$ cat config.mk
export PLATFORM = sky130hd
export DESIGN_NAME = ordered_list_table_engine
export DESIGN_NICKNAME = d
export VERILOG_FILES = /design/src/rtl/core/olte_pkg.sv /design/src/rtl/core/ordered_list_table_engine.sv /design/src/rtl/core/olte_ram.sv
export SDC_FILE = /design/constraint.sdc
export NUM_CORES = 1
export LEC_CHECK = 0
export BUFFER_PORTS_ARGS = -buffer_cell sky130_fd_sc_hd__buf_2
export CAP_MARGIN = 20
export CORE_MARGIN = 5
export CORE_UTILIZATION = 55
export CTS_CLUSTER_SIZE = 14
export DETAILED_ROUTE_END_ITERATION = 16
export HOLD_SLACK_MARGIN = 0.08
export PLACE_DENSITY = 0.72
export SLEW_MARGIN = 40
export SYNTH_ARGS = -nofsm -noshare
export SYNTH_HDL_FRONTEND = slang
export SYNTH_SLANG_ARGS = --single-unit
$ cat constraint.sdc
create_clock -name clk -period 13.75 [get_ports clk]
set_input_delay 0.6875 -clock clk [delete_from_list [all_inputs] [get_ports clk]]
set_output_delay 0.6875 -clock clk [all_outputs]
set_load 0.005 [all_outputs]
$ cat src/rtl/core/olte_pkg.sv
`default_nettype none

package olte_pkg;

  localparam int DATA_W = 32;
  localparam int DEF_CAPACITY = 16;

  typedef enum logic [2:0] {
    OP_ADD     = 3'd0,
    OP_DELETE  = 3'd1,
    OP_SORT    = 3'd2,
    OP_REVERSE = 3'd3,
    OP_READ    = 3'd4
  } opcode_t;

  typedef enum logic [2:0] {
    ST_OK        = 3'd0,
    ST_EMPTY     = 3'd1,
    ST_NOT_FOUND = 3'd2,
    ST_FULL      = 3'd3,
    ST_RANGE     = 3'd4
  } status_t;

endpackage

`default_nettype wire

$ cat src/rtl/core/ordered_list_table_engine.sv
// one item at a time; busy is high from acceptance until the done beat, except
// for operations answered straight from idle (rejections, unused opcodes, and
// reverse below two entries), which never raise it; all work goes through one
// registered-read entry ram, one access per cycle
// sync reset clears the count and the sequencer; the entry ram is not cleared
// the done beat lasts one cycle and cannot be held off
`default_nettype none

module ordered_list_table_engine
  import olte_pkg::*;
#(
  parameter int CAPACITY = DEF_CAPACITY
) (
  input  wire logic                     clk,
  input  wire logic                     rst,
  input  wire logic                     start,
  output logic                          busy,
  input  wire logic [2:0]               opcode,
  input  wire logic signed [DATA_W-1:0] value,
  input  wire logic [3:0]               position,
  output logic                          done,
  output logic [2:0]                    status,
  output logic [4:0]                    entry_count,
  output logic signed [DATA_W-1:0]      read_value
);

  localparam int CW   = $clog2(CAPACITY + 1);
  localparam int AW   = $clog2(CAPACITY);
  localparam int CMPW = (CW > 4) ? CW : 4;

  typedef enum logic [4:0] {
    S_IDLE,
    S_ADD_RD,
    S_ADD_WR,
    S_ADD_HEAD,
    S_DEL_RD,
    S_DEL_CMP,
    S_SH_RD,
    S_SH_WR,
    S_SRT_RDI,
    S_SRT_LDI,
    S_SRT_RDJ,
    S_SRT_CMP,
    S_REV_RDLO,
    S_REV_RDHI,
    S_REV_WRLO,
    S_REV_WRHI,
    S_RD_OUT
  } state_t;

  state_t            state;
  logic [CW-1:0]     occ;
  logic [CW-1:0]     i;
  logic [CW-1:0]     j;
  logic [DATA_W-1:0] key;
  logic [DATA_W-1:0] cur;

  logic [CW-1:0]     im1;
  logic [CW-1:0]     ip1;
  logic [CMPW-1:0]   pos_w;
  logic [CMPW-1:0]   occ_w;
  logic              gt;

  logic              we;
  logic [AW-1:0]     waddr;
  logic [DATA_W-1:0] wdata;
  logic [AW-1:0]     raddr;
  logic [DATA_W-1:0] rdata;

  assign im1   = i - CW'(1);
  assign ip1   = i + CW'(1);
  assign pos_w = CMPW'(position);
  assign occ_w = CMPW'(occ);
  assign gt    = $signed(cur) > $signed(rdata);

  assign busy        = (state != S_IDLE);
  assign entry_count = 5'(occ);

  olte_ram #(
    .WIDTH(DATA_W),
    .DEPTH(CAPACITY)
  ) u_ram (
    .clk  (clk),
    .we   (we),
    .waddr(waddr),
    .wdata(wdata),
    .raddr(raddr),
    .rdata(rdata)
  );

  always_comb begin
    we    = 1'b0;
    waddr = '0;
    wdata = cur;
    raddr = '0;
    unique case (state)
      S_IDLE: begin
        raddr = pos_w[AW-1:0];
      end
      S_ADD_RD: begin
        raddr = im1[AW-1:0];
      end
      S_ADD_WR: begin
        we    = 1'b1;
        waddr = i[AW-1:0];
        wdata = rdata;
      end
      S_ADD_HEAD: begin
        we    = 1'b1;
        wdata = key;
      end
      S_DEL_RD: begin
        raddr = i[AW-1:0];
      end
      S_SH_RD: begin
        raddr = ip1[AW-1:0];
      end
      S_SH_WR: begin
        we    = 1'b1;
        waddr = i[AW-1:0];
        wdata = rdata;
      end
      S_SRT_RDI: begin
        raddr = i[AW-1:0];
      end
      S_SRT_RDJ: begin
        if (j >= occ) begin
          we    = 1'b1;
          waddr = i[AW-1:0];
        end else begin
          raddr = j[AW-1:0];
        end
      end
      S_SRT_CMP: begin
        we    = gt;
        waddr = j[AW-1:0];
      end
      S_REV_RDLO: begin
        raddr = i[AW-1:0];
      end
      S_REV_RDHI: begin
        raddr = j[AW-1:0];
      end
      S_REV_WRLO: begin
        we    = 1'b1;
        waddr = i[AW-1:0];
        wdata = rdata;
      end
      S_REV_WRHI: begin
        we    = 1'b1;
        waddr = j[AW-1:0];
      end
      default: begin
      end
    endcase
  end

  always_ff @(posedge clk) begin
    done <= 1'b0;
    if (rst) begin
      state <= S_IDLE;
      occ   <= '0;
    end else begin
      unique case (state)
        S_IDLE: begin
          if (start) begin
            key <= value;
            case (opcode_t'(opcode))
              OP_ADD: begin
                if (occ == CW'(CAPACITY)) begin
                  done       <= 1'b1;
                  status     <= ST_FULL;
                  read_value <= '0;
                end else begin
                  i     <= occ;
                  state <= S_ADD_RD;
                end
              end
              OP_DELETE: begin
                if (occ == '0) begin
                  done       <= 1'b1;
                  status     <= ST_EMPTY;
                  read_value <= '0;
                end else begin
                  i     <= '0;
                  state <= S_DEL_RD;
                end
              end
              OP_SORT: begin
                i     <= '0;
                state <= S_SRT_RDI;
              end
              OP_REVERSE: begin
                if (occ < CW'(2)) begin
                  done       <= 1'b1;
                  status     <= ST_OK;
                  read_value <= '0;
                end else begin
                  i     <= '0;
                  j     <= occ - CW'(1);
                  state <= S_REV_RDLO;
                end
              end
              OP_READ: begin
                if (pos_w < occ_w) begin
                  state <= S_RD_OUT;
                end else begin
                  done       <= 1'b1;
                  status     <= ST_RANGE;
                  read_value <= '0;
                end
              end
              default: begin
                done       <= 1'b1;
                status     <= ST_OK;
                read_value <= '0;
              end
            endcase
          end
        end
        S_ADD_RD: begin
          state <= (i == '0) ? S_ADD_HEAD : S_ADD_WR;
        end
        S_ADD_WR: begin
          i     <= im1;
          state <= S_ADD_RD;
        end
        S_ADD_HEAD: begin
          occ        <= occ + CW'(1);
          done       <= 1'b1;
          status     <= ST_OK;
          read_value <= '0;
          state      <= S_IDLE;
        end
        S_DEL_RD: begin
          if (i >= occ) begin
            done       <= 1'b1;
            status     <= ST_NOT_FOUND;
            read_value <= '0;
            state      <= S_IDLE;
          end else begin
            state <= S_DEL_CMP;
          end
        end
        S_DEL_CMP: begin
          if (rdata == key) begin
            state <= S_SH_RD;
          end else begin
            i     <= ip1;
            state <= S_DEL_RD;
          end
        end
        S_SH_RD: begin
          if (ip1 >= occ) begin
            occ        <= occ - CW'(1);
            done       <= 1'b1;
            status     <= ST_OK;
            read_value <= '0;
            state      <= S_IDLE;
          end else begin
            state <= S_SH_WR;
          end
        end
        S_SH_WR: begin
          i     <= ip1;
          state <= S_SH_RD;
        end
        S_SRT_RDI: begin
          if (ip1 >= occ) begin
            done       <= 1'b1;
            status     <= ST_OK;
            read_value <= '0;
            state      <= S_IDLE;
          end else begin
            j     <= ip1;
            state <= S_SRT_LDI;
          end
        end
        S_SRT_LDI: begin
          cur   <= rdata;
          state <= S_SRT_RDJ;
        end
        S_SRT_RDJ: begin
          if (j >= occ) begin
            i     <= ip1;
            state <= S_SRT_RDI;
          end else begin
            state <= S_SRT_CMP;
          end
        end
        S_SRT_CMP: begin
          if (gt) begin
            cur <= rdata;
          end
          j     <= j + CW'(1);
          state <= S_SRT_RDJ;
        end
        S_REV_RDLO: begin
          if (i >= j) begin
            done       <= 1'b1;
            status     <= ST_OK;
            read_value <= '0;
            state      <= S_IDLE;
          end else begin
            state <= S_REV_RDHI;
          end
        end
        S_REV_RDHI: begin
          cur   <= rdata;
          state <= S_REV_WRLO;
        end
        S_REV_WRLO: begin
          state <= S_REV_WRHI;
        end
        S_REV_WRHI: begin
          i     <= ip1;
          j     <= j - CW'(1);
          state <= S_REV_RDLO;
        end
        S_RD_OUT: begin
          done       <= 1'b1;
          status     <= ST_OK;
          read_value <= rdata;
          state      <= S_IDLE;
        end
        default: begin
          state <= S_IDLE;
        end
      endcase
    end
  end

endmodule

`default_nettype wire

$ cat src/rtl/core/olte_ram.sv
`default_nettype none

module olte_ram #(
  parameter int WIDTH = 32,
  parameter int DEPTH = 16
) (
  input  wire logic                     clk,
  input  wire logic                     we,
  input  wire logic [$clog2(DEPTH)-1:0] waddr,
  input  wire logic [WIDTH-1:0]         wdata,
  input  wire logic [$clog2(DEPTH)-1:0] raddr,
  output logic      [WIDTH-1:0]         rdata
);

  logic [WIDTH-1:0] mem [DEPTH];

  always_ff @(posedge clk) begin
    if (we) begin
      mem[waddr] <= wdata;
    end
    rdata <= mem[raddr];
  end

endmodule

`default_nettype wire

* Word-level counts from Yosys, hierarchy flattened
Memories as Yosys holds them, arrays and structs flattened. A register that Yosys moved wholly into a read port is not among the register bits.
Index checks and enable logic that the tools add are counted.
Widths: inputs -> output; s select.
** Operators by class
- Add/subtract/negate cells :: 6
- Magnitude comparators :: 7
- Equal/unequal tests :: 44
- Muxes and demuxes :: 70
- Bitwise operators :: 1
- Reductions and logical operators :: 28
** Operators with widths (number)
- $mux 32 :: 9
- $pmux 32 s6 :: 1
- $pmux 32 s5 :: 1
- $pmux 32 s2 :: 2
- $mux 5 :: 16
- $pmux 5 s14 :: 1
- $pmux 5 s5 :: 2
- $eq 5x4->1 const B :: 8
- $pmux 5 s4 :: 2
- $eq 32x32->1 :: 1
- $gt 32x32->1 :: 1
- $mux 3 :: 10
- $pmux 3 s5 :: 2
- $ne 3x3->1 const B :: 8
- $pmux 4 s6 :: 1
- $reduce_and 11->1 :: 2
- $eq 5x3->1 const B :: 4
- $ge 5x5->1 :: 4
- $ne 2x2->1 const B :: 10
- $mux 4 :: 4
- $add 5x1->5 const B :: 3
- $logic_not 5->1 :: 3
- $reduce_bool 5->1 :: 3
- $sub 5x1->5 const B :: 3
- other kinds (29) :: 55
** Word-level totals
- Bits in registers :: 120
- Bits in writable memories :: 512
- Bits of input ports :: 42
- Output and inout port bits :: 42
- Word-level logic and storage cells :: 166
- Memories kept :: 1
** Memory list
- u_ram.mem :: depth 16, bits a word 32, read ports 1, clocked after memory_dff 1, wr ports 1, line olte_ram.sv:15 : logic [WIDTH-1:0] mem [DEPTH];

* Logic depth before layout (Yosys ltp)
- Depth in word-level cells :: 5
- Depth in mapped cells :: 15

* Cells and area by module
From an unflattened synthesis, not the netlist that was laid out.
** Unflattened totals
- Cell total of the unflattened synthesis :: 1541
- Area total of the unflattened synthesis :: 27227.4 um2
** Modules (own cells, without submodules)
- olte_ram :: times used 1, cells each 838, area an instance 19835.3 um2, sequential area each 16015.4 um2
- ordered_list_table_engine :: times used 1, cells each 703, area an instance 7392.1 um2, sequential area each 3493.4 um2

* Worst setup path after synthesis
OpenSTA, ideal clock, no wires.
- Path kind :: register -> register
- Start point :: register u_ram.rdata[29] (read register of u_ram.mem)
- End point :: memory u_ram.mem[12][0], enable pin
- Data arrival time :: 4.569 ns
- Path slack :: 8.711 ns
- Stages on the path, launching flop included :: 11
- Cell sequence :: dfxtp_1 inv_1 ha_1 a21o_1 a21o_1 a221oi_1 o21ai_0 a31oi_1 mux2i_1 o2111ai_1 a211oi_1
** On the way
- Word-level cells in the longest chain between the ends :: 4
** Ends and longest elaborated chain
- start, declared :: line olte_ram.sv:12 : output logic [WIDTH-1:0] rdata
- $gt 32x32->1 :: line ordered_list_table_engine.sv:74 : assign gt = $signed(cur) > $signed(rdata);
- $pmux 1 s3 :: line ordered_list_table_engine.sv:96 : unique case (state)
- $mux 1 :: line olte_ram.sv:18 : if (we) begin
- $mux 1 (implied by the code) :: line olte_ram.sv:19 : mem[waddr] <= wdata;
- end, declared :: line olte_ram.sv:15
Every way passes these cells.

* Worst setup path in the final report
- Start point :: register u_ram.rdata[14] (read register of u_ram.mem)
- End point :: memory u_ram.mem[3][23], enable pin
Same word-level chain as after synthesis.

==> results.cfg <==
[detailed_routing]
firstDrtPassIters = 5
drc_errors = 0
drtIter0Drc = 1801
postRouteAntennaNets = 0
wirelength_mm = 69.3
vias = 17700
wire_per_inst_um = 24.4
routed_via_density = 6.23

[synth]
ys.warnings.count = 0
synth-xor-area-share_pct = 1.58
synthMuxAreaShare_pct = 6.00
synth_compound_area_share_pct = 10.0
synth-simple-area-share_pct = 7.85
seq_area_frac_synth_pct = 69.1
synth_fa_ha_area_share_pct = 2.86
async_flop_share_pct = 0
synth_area_um2 = 28200
ys_seq_elements = 664
synth_nets = 2125
synth_top_family_by_area = compound AO/OA/AOI/OAI gates
synth.distinct_cells = 65
synth_edf_count = 621
syn_inst = 2019
synth-main-ff-cell = edfxtp_1
avgSynthCellArea_um2 = 14.0

[cts]
clk_pin_slew_ns = 0.07
insertion_delay_ns = 0.61
cts_tree = done
ctsResizeCount = 0
clock_path_buffers = 3
cts.sinks = 664
clock-root-buffer = clkbuf_16
cts.htree.levels = 3
post-cts-setup-buffers = 0
cts_made_buffers = 67
cts_hold_buf = 0

[sta]
fin_crit_ns = 4.64
final_max_slew_viol_count = 0
setup_tns_ns = 0
rsz0062_at_grt = false
finalHoldViolCount = 0
worst_slack_ns = 9.11
clock-skew-final_ns = 0.0246
fin_crit_sh_pct = 33.7
maxSlewHeadroom_pct = 41.0
setup_viol = 0
worstMarginPinSlew_ns = 0.885
clock.fmax_ghz = 0.216

[global_route]
gr-total-overflow = 0
grt_use_total_pct = 24.2
grt_pass1_wl_mm = 104
grt_max_degree = 132
grt_pass1_vias = 17300
antenna_found_initial = 1

[critical_path]
worstPathArrival_ns = 4.89
crit_type = register to register
cp.required_ns = 14.00
timing.rr.end = u_ram.mem[3][23]
end_kind = register
r2r_start = u_ram.rdata[14]
path_max_fanout = 17
worst_setup_path_start_kind = register
rr_worst_depth = 11
reg2reg_setup_slack_ns = 9.11

[place]
place_hpwl_mm = 41.6
post-place-ws_ns = 9.20
numPortBuffers = 83
gp_congestion = 0.917

[floorplan]
io_pins = 84
core_area_um2 = 51100
die_x_um = 237
initial_core_util_pct = 55.3
fp.dieH_um = 237
die_area_um2 = 56000
rows = 83

[finish]
syn_to_final_growth_pct = 12.4
multi_input_area_um2 = 8280
diodes = 0
drive_gt1_share_pct = 13.4
fillCellCount = 3753
final_net_count = 2206
regArea_um2 = 19500

[min_path]
min-delay-start = value[14]
worst_hold_path.endpoint = key[14]
hold-path-cell-count = 1
hp-class = input port to register

[pwr]
power_density_nw_per_um2 = 160
leakagePower_nw = 11.3
ir_drop_uv = 91.9

[run_status]
status = completed

[job]
max-cap-violations = 0
## report_power, final
part	switching (mW)	leakage (nW)	internal, mW
Sequential	0.132	5.99	2.31
Clock	0.754	1.03	1.02
Combinational	0.540	4.24	0.315
## how the worst max path moves through the flow
stage | cells after the start | from | endpoint | slack [ns]
finish | 11 | u_ram.rdata[14] | u_ram.mem[3][23] | 9.11
global route | 11 | u_ram.rdata[14] | u_ram.mem[3][23] | 8.99
CTS | 12 | i[0] | u_ram.rdata[10] | 9.11
detailed placement | 9 | state[1] | u_ram.rdata[21] | 9.20
global placement | 9 | state[1] | u_ram.rdata[21] | 9.25
floorplan | 10 | u_ram.rdata[29] | u_ram.mem[12][0] | 8.71
## flip-flops by register name, indices dropped and copies added (netlist names)
name	flops
cur	32
done	1
entry_count	5
i	5
j	5
key	32
read_value	32
state	5
status	3
u_ram.mem	512
u_ram.rdata	32
## through the flow
step	hold slack, ns	cells	area [um^2]	total power, mW	utilization [%]
2_1_floorplan	0.485	2019	28200	3.02	-
4_1_cts	0.227	2833	31700	5.07	62.0
5_1_grt	0.244	2834	31700	5.25	62.1
3_5_place_dp	0.528	2710	29500	3.31	57.8
3_3_place_gp	0.509	2702	29500	3.29	57.7
6_report	0.254	2834	31700	5.06	62.1
## Yosys cell counts, types with 11 or more instances
cell type,n,area (um^2)
edfxtp_1,621,18600
nand2_1,260,976
mux2i_1,130,1300
nor2_1,103,387
a21oi_1,83,415
clkbuf_1,64,240
ha_1,63,788
inv_1,52,195
o21ai_0,50,250
dfxtp_1,43,861
o21ai_1,43,215
and2_1,37,231
xnor2_1,37,324
a22oi_1,36,270
a32oi_1,35,307
o22ai_1,35,219
o221ai_1,34,298
a311o_1,32,320
mux2_2,31,349
buf_2,27,135
nand4_1,17,106
nand3_1,16,80.1
nor3_1,14,70.1
xor2_1,14,123
a21o_1,12,90.1
nand2b_1,11,68.8
## worst max-delay path: stages (launching register included)
cell,delay [ns]
dfxtp_1,0.49
inv_1,0.09
ha_1,0.30
a21o_1,0.16
a21oi_1,0.18
nor3b_1,0.23
nand3_1,0.18
a31oi_1,0.27
mux2i_1,0.68
o211ai_1,0.51
a21oi_4,0.72
buf_4,0.45
## cell usage in the layout, fill, tap and decap left out, types with 11 or more instances in the layout
cell type / instances
clkbuf_1: 23
ha_1: 63
nand3_1: 15
a32oi_1: 35
edfxtp_1: 621
mux2i_1: 130
nor2_1: 98
nand2_1: 260
nand4_1: 17
nand2b_1: 11
buf_4: 28
a22oi_1: 36
o221ai_1: 34
o21ai_0: 50
xor2_1: 14
a311o_1: 32
inv_1: 52
buf_2: 89
clkbuf_16: 69
a21o_1: 12
a21oi_1: 68
and2_1: 37
o21ai_1: 41
nor3_1: 14
dfxtp_1: 43
xnor2_1: 37
mux2_2: 31
o22ai_1: 35
a21oi_4: 15
## layer usage
metal	vias up	wire [um]	GRT usage, %
li1	7869	-	-
met1	8917	29800	35.6
met2	767	32000	37.6
met3	107	5950	4.25
met4	0	1570	6.89
met5	-	0	0
## kinds of logic (layout without fill, tap and decap cells)
kind of cell,after synthesis,in the layout
flip-flops,664,664
multiplexers,163,163
XOR/XNOR,51,51
buffers and inverters,164,299
AND/OR/NAND/NOR,502,502
AO/OA/AOI/OAI,411,411
adder cells (fa/ha/maj),64,64
## cell type report
type | instances | share of cell area (%)
clock buffer | 97 | 5.93
clock inverter | 26 | 0.773
inverter | 52 | 0.615
multi-input combinational | 1191 | 26.1
sequential | 664 | 61.5
tap | 680 | 2.68
timing repair buffer | 124 | 2.42
Note: power is estimated with default switching activity, not from simulation.
